File: src/rtl/core/mdsd_pkg.sv
// Shared types, constants and the segment decode for the display driver.
// No dependencies; used by the channel interfaces, imported by every module but the checker.
`timescale 1ns / 1ps

package mdsd_pkg;

  localparam int unsigned ValueW = 20;
  localparam int unsigned DigitW = 10;   // scaled value, below 1000 unless over range
  localparam int unsigned NumDigits = 3;
  localparam int unsigned ScanW = 2;
  localparam int unsigned SegW = 7;

  localparam logic [ValueW-1:0] OverLimit  = 20'd100000;
  localparam logic [ValueW-1:0] ThreeLimit = 20'd10000;
  localparam logic [ValueW-1:0] TwoLimit   = 20'd1000;

  // Reciprocals for v / 100 and v / 10, exact for v below 100000
  localparam int unsigned MulW = 18;
  localparam int unsigned ProdW = 35;
  localparam logic [MulW-1:0] Div100Mul = 18'd167773;  // 2^24 / 100, rounded up
  localparam logic [MulW-1:0] Div10Mul  = 18'd104858;  // 2^20 / 10, rounded up
  localparam int unsigned Div100Shift = 24;
  localparam int unsigned Div10Shift  = 20;

  localparam logic [3:0] CodeBlank = 4'd10;

  typedef enum logic [1:0] {
    OP_SET  = 2'd0,
    OP_TICK = 2'd1,
    OP_ON   = 2'd2,
    OP_OFF  = 2'd3
  } op_e;

  typedef enum logic [1:0] {
    RNG_ONE   = 2'd0,
    RNG_TWO   = 2'd1,
    RNG_THREE = 2'd2,
    RNG_OVER  = 2'd3
  } rng_e;

  // Registered item as seen by the core
  typedef struct packed {
    logic              valid;
    op_e               op;
    rng_e              rng;
    logic [DigitW-1:0] scaled;
  } stage_t;

  // Digit cell: point flag above a four-bit digit code
  typedef struct packed {
    logic       point;
    logic [3:0] code;
  } cell_t;

  // Lit-segment mask, segment a in bit 0; codes above nine are blank
  function automatic logic [SegW-1:0] seg_lit_f(input logic [3:0] code);
    logic [SegW-1:0] lit;
    case (code)
      4'd0:    lit = 7'h3F;
      4'd1:    lit = 7'h06;
      4'd2:    lit = 7'h5B;
      4'd3:    lit = 7'h4F;
      4'd4:    lit = 7'h66;
      4'd5:    lit = 7'h6D;
      4'd6:    lit = 7'h7D;
      4'd7:    lit = 7'h07;
      4'd8:    lit = 7'h7F;
      4'd9:    lit = 7'h6F;
      default: lit = 7'h00;
    endcase
    return lit;
  endfunction

endpackage

File: src/rtl/core/mdsd_if.sv
// Valid/ready channel interfaces for the display driver: items in, pin drive out.
// Depends on mdsd_pkg for the op type and field widths.
`timescale 1ns / 1ps

interface mdsd_in_if;
  logic                              valid;
  logic                              ready;
  mdsd_pkg::op_e                     op;
  logic [mdsd_pkg::ValueW-1:0]       value_hundredths;

  modport source (output valid, output op, output value_hundredths, input ready);
  modport sink (input valid, input op, input value_hundredths, output ready);
  modport monitor (input valid, input op, input value_hundredths, input ready);
endinterface

interface mdsd_out_if;
  logic                              valid;
  logic                              ready;
  logic [mdsd_pkg::SegW-1:0]         segment_lines;
  logic                              point_line;
  logic [mdsd_pkg::NumDigits-1:0]    digit_enables;

  modport source (output valid, output segment_lines, output point_line,
                  output digit_enables, input ready);
  modport sink (input valid, input segment_lines, input point_line,
                input digit_enables, output ready);
  modport monitor (input valid, input segment_lines, input point_line,
                   input digit_enables, input ready);
endinterface

File: src/rtl/core/mdsd_in_stage.sv
// Input register with range classification and scaling of the set value.
// Depends on mdsd_pkg and mdsd_in_if.
`timescale 1ns / 1ps

module mdsd_in_stage (
  input  logic             clk_i,
  input  logic             rst_ni,
  mdsd_in_if.sink          in_i,
  input  logic             advance_i,
  output mdsd_pkg::stage_t stage_o
);
  import mdsd_pkg::*;

  logic                  valid_q;
  op_e                   op_q;
  rng_e                  rng_q, rng_d;
  logic [DigitW-1:0]     scaled_q, scaled_d;
  logic [16:0]           v17;
  logic [MulW-1:0]       mul;
  logic [ProdW-1:0]      prod;
  logic                  load;

  assign load = in_i.valid && in_i.ready;
  assign in_i.ready = !valid_q || advance_i;

  // Bring the value into the range 0..999 ahead of the digit split, unless over range
  always_comb begin
    v17 = in_i.value_hundredths[16:0];
    if (in_i.value_hundredths >= OverLimit) begin
      rng_d = RNG_OVER;
    end else if (in_i.value_hundredths >= ThreeLimit) begin
      rng_d = RNG_THREE;
    end else if (in_i.value_hundredths >= TwoLimit) begin
      rng_d = RNG_TWO;
    end else begin
      rng_d = RNG_ONE;
    end
    mul  = (rng_d == RNG_THREE) ? Div100Mul : Div10Mul;
    prod = {{(ProdW-17){1'b0}}, v17} * {{(ProdW-MulW){1'b0}}, mul};
    case (rng_d)
      RNG_THREE: scaled_d = prod[Div100Shift +: DigitW];
      RNG_TWO:   scaled_d = prod[Div10Shift +: DigitW];
      default:   scaled_d = in_i.value_hundredths[DigitW-1:0];
    endcase
  end

  always_ff @(posedge clk_i or negedge rst_ni) begin
    if (!rst_ni) begin
      valid_q <= 1'b0;
    end else if (in_i.ready) begin
      valid_q <= in_i.valid;
    end
  end

  always_ff @(posedge clk_i) begin
    if (load) begin
      op_q     <= in_i.op;
      rng_q    <= rng_d;
      scaled_q <= scaled_d;
    end
  end

  assign stage_o = '{valid: valid_q, op: op_q, rng: rng_q, scaled: scaled_q};

endmodule

File: src/rtl/core/mdsd_core.sv
// Digit cells, scan state and the registered pin drive that forms the result.
// Depends on mdsd_pkg and mdsd_out_if.
`timescale 1ns / 1ps

module mdsd_core (
  input  logic             clk_i,
  input  logic             rst_ni,
  input  mdsd_pkg::stage_t stage_i,
  output logic             advance_o,
  mdsd_out_if.source       out_o
);
  import mdsd_pkg::*;

  localparam int unsigned DriveW = SegW + 1 + NumDigits;
  localparam logic [DriveW-1:0] DriveReset = 11'h0FF;
  localparam logic [ScanW-1:0] LastPos = ScanW'(NumDigits - 1);

  cell_t               cells_q [NumDigits];
  cell_t               cells_d [NumDigits];
  logic [ScanW-1:0]    scan_q, scan_d;
  logic                on_q, on_d;
  logic [DriveW-1:0]   drive_q, drive_d;
  logic                out_valid_q;

  logic [3:0]          hund, tens, units;
  logic [DigitW-1:0]   rem_h;
  logic [6:0]          rem_t;
  logic [ScanW-1:0]    pos;
  cell_t               cur;

  assign advance_o = stage_i.valid && (!out_valid_q || out_o.ready);

  // Split the scaled value into three decimal digits by compare and subtract
  always_comb begin
    hund = 4'd0;
    for (int i = 1; i < 10; i++) begin
      if (stage_i.scaled >= DigitW'(i * 100)) begin
        hund = 4'(i);
      end
    end
    rem_h = stage_i.scaled - DigitW'({6'd0, hund} * DigitW'(100));
    rem_t = rem_h[6:0];
    tens = 4'd0;
    for (int i = 1; i < 10; i++) begin
      if (rem_t >= 7'(i * 10)) begin
        tens = 4'(i);
      end
    end
    units = 4'(rem_t - 7'({3'd0, tens} * 7'd10));
  end

  always_comb begin
    cells_d = cells_q;
    scan_d  = scan_q;
    on_d    = on_q;
    drive_d = drive_q;
    pos     = (scan_q > LastPos) ? '0 : scan_q;
    cur     = cells_q[pos];
    case (stage_i.op)
      OP_SET: begin
        case (stage_i.rng)
          RNG_OVER: begin
            for (int i = 0; i < NumDigits; i++) begin
              cells_d[i] = '{point: 1'b1, code: CodeBlank};
            end
          end
          RNG_THREE: begin
            cells_d[0] = '{point: 1'b0, code: hund};
            cells_d[1] = '{point: 1'b0, code: tens};
            cells_d[2] = '{point: 1'b0, code: units};
          end
          RNG_TWO: begin
            cells_d[0] = '{point: 1'b0, code: hund};
            cells_d[1] = '{point: 1'b1, code: tens};
            cells_d[2] = '{point: 1'b0, code: units};
          end
          default: begin
            cells_d[0] = '{point: 1'b1, code: hund};
            cells_d[1] = '{point: 1'b0, code: tens};
            cells_d[2] = '{point: 1'b0, code: units};
          end
        endcase
      end
      OP_TICK: begin
        if (on_q) begin
          drive_d = {NumDigits'(1) << pos, !cur.point, ~seg_lit_f(cur.code)};
          scan_d  = (pos == LastPos) ? '0 : pos + ScanW'(1);
        end
      end
      OP_ON: begin
        on_d = 1'b1;
      end
      default: begin
        // Drive every line low and stop the scan
        drive_d = '0;
        on_d    = 1'b0;
      end
    endcase
  end

  always_ff @(posedge clk_i or negedge rst_ni) begin
    if (!rst_ni) begin
      for (int i = 0; i < NumDigits; i++) begin
        cells_q[i] <= '{point: 1'b0, code: 4'd0};
      end
      scan_q      <= '0;
      on_q        <= 1'b1;
      drive_q     <= DriveReset;
      out_valid_q <= 1'b0;
    end else begin
      if (advance_o) begin
        cells_q <= cells_d;
        scan_q  <= scan_d;
        on_q    <= on_d;
        drive_q <= drive_d;
      end
      if (advance_o) begin
        out_valid_q <= 1'b1;
      end else if (out_o.ready) begin
        out_valid_q <= 1'b0;
      end
    end
  end

  // Pin drive only changes when a transaction moves into the result slot
  assign out_o.valid         = out_valid_q;
  assign out_o.segment_lines = drive_q[SegW-1:0];
  assign out_o.point_line    = drive_q[SegW];
  assign out_o.digit_enables = drive_q[DriveW-1 -: NumDigits];

endmodule

File: src/rtl/core/muxed_three_digit_seven_segment_driver_top.sv
// Top level of the three-digit multiplexed seven-segment display driver.
// Depends on mdsd_pkg, mdsd_if, mdsd_in_stage and mdsd_core.
//
// Usage:
//   in_i carries one command per transaction: op selects set value, scan
//   tick, scan on or display off; value_hundredths is read by set only.
//   out_o returns one transaction per command: the pin drive after it,
//   cathodes segment_lines and point_line (low lights), and the one-hot
//   anode enables digit_enables (bit 0 is the leftmost digit).
//   A command passes through the input register, then the digit split and
//   state update feeding the result register, before its result is valid;
//   one command is taken every cycle while out_o is not stalled.
//   While out_o is stalled, one more command is taken into the input
//   register; after that in_i.ready stays low until the result is taken.
//   Reset clears both registers' valid flags, shows digit zero without
//   points in every cell, restarts the scan at the leftmost digit with
//   scanning enabled, and presets the drive to cathodes high, anodes off.
`timescale 1ns / 1ps

module muxed_three_digit_seven_segment_driver_top (
  input  logic        clk_i,
  input  logic        rst_ni,
  mdsd_in_if.sink     in_i,
  mdsd_out_if.source  out_o
);
  import mdsd_pkg::*;

  stage_t stage;
  logic   advance;

  mdsd_in_stage u_in_stage (
    .clk_i     (clk_i),
    .rst_ni    (rst_ni),
    .in_i      (in_i),
    .advance_i (advance),
    .stage_o   (stage)
  );

  mdsd_core u_core (
    .clk_i     (clk_i),
    .rst_ni    (rst_ni),
    .stage_i   (stage),
    .advance_o (advance),
    .out_o     (out_o)
  );

endmodule

File: src/flat_wrapper.sv
// flat-port wrapper written by rule: the top's interface ports become plain ports
module muxed_three_digit_seven_segment_driver_top_flat import mdsd_pkg::*;
  (clk_i, rst_ni, in_i_valid, in_i_op, in_i_value_hundredths, in_i_ready, out_o_valid, out_o_segment_lines, out_o_point_line, out_o_digit_enables, out_o_ready);
  mdsd_in_if in_i_i ();
  mdsd_out_if out_o_i ();
  input  logic clk_i;
  input  logic rst_ni;
  input wire logic [$bits(in_i_i.valid)-1:0] in_i_valid;
  input wire logic [$bits(in_i_i.op)-1:0] in_i_op;
  input wire logic [$bits(in_i_i.value_hundredths)-1:0] in_i_value_hundredths;
  output wire logic [$bits(in_i_i.ready)-1:0] in_i_ready;
  output wire logic [$bits(out_o_i.valid)-1:0] out_o_valid;
  output wire logic [$bits(out_o_i.segment_lines)-1:0] out_o_segment_lines;
  output wire logic [$bits(out_o_i.point_line)-1:0] out_o_point_line;
  output wire logic [$bits(out_o_i.digit_enables)-1:0] out_o_digit_enables;
  input wire logic [$bits(out_o_i.ready)-1:0] out_o_ready;
  assign in_i_i.valid = in_i_valid;
  assign in_i_i.op = in_i_op;
  assign in_i_i.value_hundredths = in_i_value_hundredths;
  assign in_i_ready = in_i_i.ready;
  assign out_o_valid = out_o_i.valid;
  assign out_o_segment_lines = out_o_i.segment_lines;
  assign out_o_point_line = out_o_i.point_line;
  assign out_o_digit_enables = out_o_i.digit_enables;
  assign out_o_i.ready = out_o_ready;
  muxed_three_digit_seven_segment_driver_top u_core (.clk_i(clk_i), .rst_ni(rst_ni), .in_i(in_i_i), .out_o(out_o_i));
endmodule
File: config.mk
export PLATFORM = sky130hd
export DESIGN_NAME = muxed_three_digit_seven_segment_driver_top_flat
export DESIGN_NICKNAME = d
export VERILOG_FILES = /design/src/rtl/core/mdsd_pkg.sv /design/src/rtl/core/mdsd_if.sv /design/src/rtl/core/mdsd_in_stage.sv /design/src/rtl/core/mdsd_core.sv /design/src/rtl/core/muxed_three_digit_seven_segment_driver_top.sv /design/src/flat_wrapper.sv
export SDC_FILE = /design/constraint.sdc
export NUM_CORES = 1
export LEC_CHECK = 0
export BUFFER_PORTS_ARGS = -buffer_cell sky130_fd_sc_hd__buf_2
export CORE_UTILIZATION = 60
export DETAILED_ROUTE_END_ITERATION = 16
export HOLD_SLACK_MARGIN = 0.06
export PLACE_DENSITY = 0.81
export SYNTH_ARGS = -nofsm -noshare
export SYNTH_HDL_FRONTEND = slang
export SYNTH_SLANG_ARGS = --single-unit
File: constraint.sdc
create_clock -name clk_i -period 6.1 [get_ports clk_i]
set_input_delay 0.915 -clock clk_i [delete_from_list [all_inputs] [get_ports clk_i]]
set_output_delay 0.915 -clock clk_i [all_outputs]
set_load 0.02 [all_outputs]
# Word level (Yosys, flattened, before mapping)
# Memories as Yosys holds them, arrays and structs flattened.
# Index checks and enable logic that the tools add are counted.
[op_classes]
add_sub_neg = 3
mul = 3
n_lt_le_gt_ge = 23
eq_ne = 9
shift = 1
muxes = 36
bitwise = 4
reduce_logical = 15
[ops]
columns = ["cell", "count"]
rows = [
  ["2-to-1 mux 4 bit", 15],
  ["case mux 15 bit (3 select lines)", 1],
  ["greater-or-equal comparator 10 bit (second input constant)", 4],
  ["multiplier 17 x 18 -> 34 bit", 1],
  ["greater-or-equal comparator 10 x 9 -> 1 bit (second input constant)", 3],
  ["case mux 11 bit (2 select lines)", 1],
  ["greater-or-equal comparator 7 x 6 -> 1 bit (second input constant)", 3],
  ["greater-or-equal comparator 7 bit (second input constant)", 3],
  ["greater-or-equal comparator 20 x 10 -> 1 bit (second input constant)", 1],
  ["greater-or-equal comparator 20 x 14 -> 1 bit (second input constant)", 1],
  ["greater-or-equal comparator 20 x 17 -> 1 bit (second input constant)", 1],
  ["case mux 10 bit (2 select lines)", 1],
  ["2-to-1 mux 18 bit", 1],
  ["greater-or-equal comparator 7 x 5 -> 1 bit (second input constant)", 2],
  ["2-to-1 mux 7 bit", 2],
  ["2-to-1 mux 11 bit", 1],
  ["binary-select mux 5 bit (select 2 bit)", 1],
  ["equality test 2 bit (second input constant)", 5],
  ["greater-or-equal comparator 10 x 7 -> 1 bit (second input constant)", 1],
  ["greater-or-equal comparator 10 x 8 -> 1 bit (second input constant)", 1],
  ["2-to-1 mux 2 bit", 5],
  ["2-to-1 mux 5 bit", 2],
  ["greater-or-equal comparator 7 x 4 -> 1 bit (second input constant)", 1],
  ["inverter 7 bit", 1],
  ["other kinds (22)", 36],
]
[totals]
reg_bits = 45
romBits = 112
input_bits = 26
out_inout_bits = 13
wordCells = 109
memories = 1
[mem_list]
columns = ["memory", "words", "width", "rd", "rd_clocked_by_memory_dff", "write_ports", "line", "rtl"]
rows = [
  ["(name not given)", 16, 7, 1, 0, 0, "mdsd_pkg.sv:58", "case (code)"],
]

# Longest topological paths before layout
[depth]
ltp_word = 25
mapped_depth = 35
ltp_nobuf = 33

# Cells and area by module
# From an unflattened synthesis, not the netlist that was laid out.
[unflattened]
hier_cells = 1150
area_unflattened_um2 = 10731.5
[modules_own_cells]
columns = ["module", "instances", "cells_each", "area_per_inst_um2", "seq_area_each_um2"]
rows = [
  ["mdsd_in_stage", 1, 890, 8433.1, 445.4],
  ["mdsd_core", 1, 260, 2298.5, 762.0],
]

# Least setup slack after synthesis
# Ideal clock, no wire load.
[synth_timing]
kind = "input to register"
from = "in in_i_value_hundredths[19]"
to = "reg u_core.u_in_stage.scaled_q[7] (data pin)"
setup_time_ns = 0.267
arrival_ns = 8.546
t_required_ns = 5.833
setup_slack_ns = -2.713
cell_stages = 28
n_path_buf = 2
path_cell_list = "or3_1 > or4_1 > a2111oi_0 > nor2_1 > a311oi_1 > ha_1 > clkbuf_1 > clkbuf_1 > nand2_1 > fa_1 > fa_1 > fa_1 > fa_1 > inv_1 > fa_1 > inv_1 > fa_1 > inv_1 > ha_1 > a211o_1 > a211o_1 > or4b_1 > o211ai_1 > a311o_1 > nand2b_1 > xor2_1 > a221oi_1 > a21oi_1"
[synth_via]
elab_chain_len = 8
word_cells_on_any_way = 11
cone_classes = "1 x mul; 3 x order compare; 2 x eq/ne; 5 x mux"
[synth_rtl]
columns = ["element", "line", "rtl"]
rows = [
  ["start: declaration", "flat_wrapper.sv:10", "input wire logic [$bits(in_i_i.value_hundredths)-1:0] in_i_value_hundredths;"],
  ["greater-or-equal comparator 20 x 10 -> 1 bit", "mdsd_in_stage.sv:33", "end else if (in_i.value_hundredths >= TwoLimit) begin"],
  ["2-to-1 mux 1 bit", "mdsd_in_stage.sv:33", ""],
  ["2-to-1 mux 2 bit", "mdsd_in_stage.sv:31", "end else if (in_i.value_hundredths >= ThreeLimit) begin"],
  ["2-to-1 mux 2 bit (*)", "mdsd_in_stage.sv:29", "if (in_i.value_hundredths >= OverLimit) begin"],
  ["equality test 2 bit", "mdsd_in_stage.sv:38, mdsd_in_stage.sv:40", ""],
  ["2-to-1 mux 18 bit", "mdsd_in_stage.sv:38", "mul = (rng_d == RNG_THREE) ? Div100Mul : Div10Mul;"],
  ["multiplier 17 x 18 -> 34 bit", "mdsd_in_stage.sv:39", "prod = {{(ProdW-17){1'b0}}, v17} * {{(ProdW-MulW){1'b0}}, mul};"],
  ["case mux 10 bit (2 select lines) (*)", "mdsd_in_stage.sv:40", "case (rng_d)"],
  ["via u_core.u_in_stage.scaled_d[7]", "mdsd_in_stage.sv:17", "logic [DigitW-1:0] scaled_q, scaled_d;"],
  ["end signal: assignment", "mdsd_in_stage.sv:59", "scaled_q <= scaled_d;"],
  ["end: declaration", "mdsd_in_stage.sv:17", ""],
]
# The timed path passes the listed nets; every way through them passes the cells marked *.
# A chain may end at the register's enable or synchronous reset.

# Worst setup path after layout
[layout_timing]
from = "in in_i_value_hundredths[6]"
to = "reg u_core.u_in_stage.scaled_q[7] (data pin)"
[layout_via]
elab_chain_len = 8
word_cells_on_any_way = 11
cone_classes = "1 x mul; 3 x order compare; 2 x eq/ne; 5 x mux"
[layout_rtl]
columns = ["element", "line"]
rows = [
  ["greater-or-equal comparator 20 x 10 -> 1 bit", "mdsd_in_stage.sv:33"],
  ["2-to-1 mux 1 bit", "mdsd_in_stage.sv:33"],
  ["2-to-1 mux 2 bit", "mdsd_in_stage.sv:31"],
  ["2-to-1 mux 2 bit", "mdsd_in_stage.sv:29"],
  ["equality test 2 bit", "mdsd_in_stage.sv:38, mdsd_in_stage.sv:40"],
  ["2-to-1 mux 18 bit", "mdsd_in_stage.sv:38"],
  ["multiplier 17 x 18 -> 34 bit", "mdsd_in_stage.sv:39"],
  ["case mux 10 bit (2 select lines) (*)", "mdsd_in_stage.sv:40"],
  ["via u_core.u_in_stage.scaled_d[7]", "mdsd_in_stage.sv:17"],
]
# Marked as above.

==> results.ini <==
[timing]
finalHoldViolCount = 0
rsz0062_at_grt = yes
max_freq_mhz = 115.9
layout_setup_ws_ns = -2.528
finalClockSkew_ns = 0.01348
setup_viol = 10
final_max_slew_viol_count = 0
fin_crit_sh_pct = 141.4
worst_pin_slew_ns = 1.018
max-slew-margin-rel_pct = 31.81
min_period_ns = 8.628

[setup_path]
rrSetupSlack_ns = 1.02
critPathKind = in -> reg
worstPathRequired_ns = 6.14
r2r-start = u_core.u_in_stage.scaled_q[6]
worst_setup_path_start_kind = input pin
crit_arrival_ns = 8.67
ff2ff_path_depth = 19
cp_slowest_stage_delay_ns = 0.57
reg2reg_to = u_core.u_core.cells_q[3]
endpoint_kind = flip-flop
cpMaxStageDelayCell = fa_1
cp_common_cell = inv_2
worst-path-max-fanout = 4

[clock_network]
cts_hold_buf = 0
numCtsBuffers = 5
htreeDepth = 2
root_buffer = clkbuf_16
clk_latency_ns = 0.30
clkTransAtPathRegs_ns = 0.08
clk_path_buf_depth = 2
cts_tree = done
cts_sinks = 45

[floorplan]
initial_core_util_pct = 61.77
ios = 39
die_w_um = 132.9
core_area_sq_um = 16640
die_h_um = 132.9
dieArea_sq_um = 17660
num_rows = 47

[place]
portBuffers = 38
dpl.hpwl_um = 23780
place.gp.congestion = 0.9976

[route]
drc = 0
vias = 8663
drt_first_iter_violations = 658
wl_per_cell_um = 19.82
first_pass_iters = 7
via_per_inst = 5.684
wirelength_um = 30210
ant_nets = 0

[yosys]
async_flop_share_pct = 68.89
synthMostInstantiatedCell = inv_1
ys_ff_latch = 45
postSynthAreaPerCell_sq_um = 9.466
netlist.area_leader.share_pct = 33.50
yosysUniqueCellTypes = 72
synth_common_cells = 305 x inv_1, 172 x fa_1, 168 x ha_1
ys.flop_type = dfrtp_1
synth_area_sq_um = 10280
synthCells = 1086
synth.area.top_cells = fa_1 33%, ha_1 20%, inv_1 11%
synth_top_area_cell = fa_1
yosysWarnings = 0
synth_edf_count = 14
yosysSeqAreaShare_pct = 11.75

[final_layout]
final_nets = 1669
utilization_pct = 77.51
multi_input_area_sq_um = 8359
n_antenna_cell = 0
area_growth_pct = 25.47
n_fill_cell = 992
final-seq-area_sq_um = 1207
drive_gt1_share_pct = 27.68

[status]
violations = negative setup slack
outcome = complete, but fails checks

[grt]
track_usage_pct = 33.78
grt-ovfl-total = 0
grt_pass1_wl_um = 45730
grt_pass1_vias = 9118
antenna_found_initial = 0
grt_start_max_net_pins = 32

[hold_path]
hold_start = u_core.u_core.drive_q[10]
hold_path_depth = 2
whs_endpoint = u_core.u_core.drive_q[10]
hp-class = reg -> reg

[flow_run]
cap_violations = 0

routing by layer:
layer	vias to the layer above	global-route usage [%]	wire length, um
met1	4264	43.43	11520
met2	441	57.18	14740
li1	3841	-	-
met5	-	0	0
met4	0	13.67	1571
met3	117	5.134	2379
metrics by stage:
step | hold WS (ns) | instances | cell area, sq um | worst slack (ns) | TNS [ns]
after floorplan | 0.4428 | 1100 | 10540 | -2.103 | -19.58
after global routing | 0.5065 | 1524 | 12900 | -2.698 | -25.50
after detailed placement | 0.4658 | 1501 | 12190 | -2.808 | -26.26
final | 0.4752 | 1524 | 12900 | -2.528 | -23.75
after global placement | 0.4562 | 1501 | 12190 | -2.761 | -25.43
after CTS | 0.4813 | 1516 | 12540 | -2.291 | -21.90
registers in the layout, indices dropped and copies added, names as in the netlist:
register                    cells
u_core.u_core.scan_q            2
u_core.u_core.on_q              1
u_core.u_core.drive_q          11
u_core.u_core.out_o.valid       1
u_core.u_in_stage.valid_q       1
u_core.u_core.cells_q          15
u_core.u_in_stage.rng_q         2
u_core.u_in_stage.op_q          2
u_core.u_in_stage.scaled_q     10
layout by cell type (no fill, tap or decap), types with 14 or more instances in the layout:
cell and count:
edfxtp_1 14, dfrtp_1 22, o21ai_0 29, conb_1 16, inv_2 26, inv_1 278, buf_4 174, xnor2_1 15
nand2_1 50, buf_2 37, fa_1 162, a21oi_1 29, ha_1 153, nor2_1 32
repair_timing:
item / CTS / global route
endpoints found under the setup margin: 10 / 10
cloned: 1 / 0
buffers inserted: 6 / 8
pin swaps: 28 / 34
resized for setup: 38 / 65
how the worst max path moves through the flow:
stage	to	from	slack, ns	cells past startpoint
after floorplan	u_core.u_in_stage.scaled_q[7]	in_i_value_hundredths[19]	-2.10	28
after global placement	u_core.u_in_stage.scaled_q[7]	in_i_value_hundredths[19]	-2.76	29
after detailed placement	u_core.u_in_stage.scaled_q[7]	in_i_value_hundredths[19]	-2.81	30
after CTS	u_core.u_in_stage.scaled_q[7]	in_i_value_hundredths[19]	-2.29	29
after global routing	u_core.u_in_stage.scaled_q[7]	in_i_value_hundredths[19]	-2.70	31
final	u_core.u_in_stage.scaled_q[7]	in_i_value_hundredths[6]	-2.53	32
logic make-up (layout without fill, tap and decap cells):
| kind of cell | count (synthesis) | in the layout | synth area share, % |
|---|---|---|---|
| xor gates and xnor gates | 29 | 29 | 2.544 |
| AOI/OAI and AO/OA | 160 | 160 | 10.61 |
| adders and majority gates | 341 | 341 | 54.04 |
| other | 2 | 16 | 0.07306 |
| DFF | 45 | 45 | 11.75 |
| and+or+nand+nor | 166 | 166 | 7.814 |
| muxes | 8 | 8 | 0.7912 |
| buffers and inverters | 335 | 539 | 12.38 |
layout make-up:
cell class                 instances  area share [%]
tap                              220           2.134
clock inverter                     3          0.3880
multi-input combinational        720           64.81
timing repair buffer             226           13.44
inverter                         305           8.895
sequential                        45           9.361
clock buffer                       5          0.9700
worst max-delay path: cells and delay by family:
kind	cells	cell delay [ns]
compound gates	10	2.49
xor+xnor	1	0.19
fa+ha+maj	9	3.57
buf+inv	8	0.66
simple gates	4	0.86
Power is left out: the tool's default activity adds up to more than one toggle a clock period on the data nets, which glitch-free logic cannot reach.
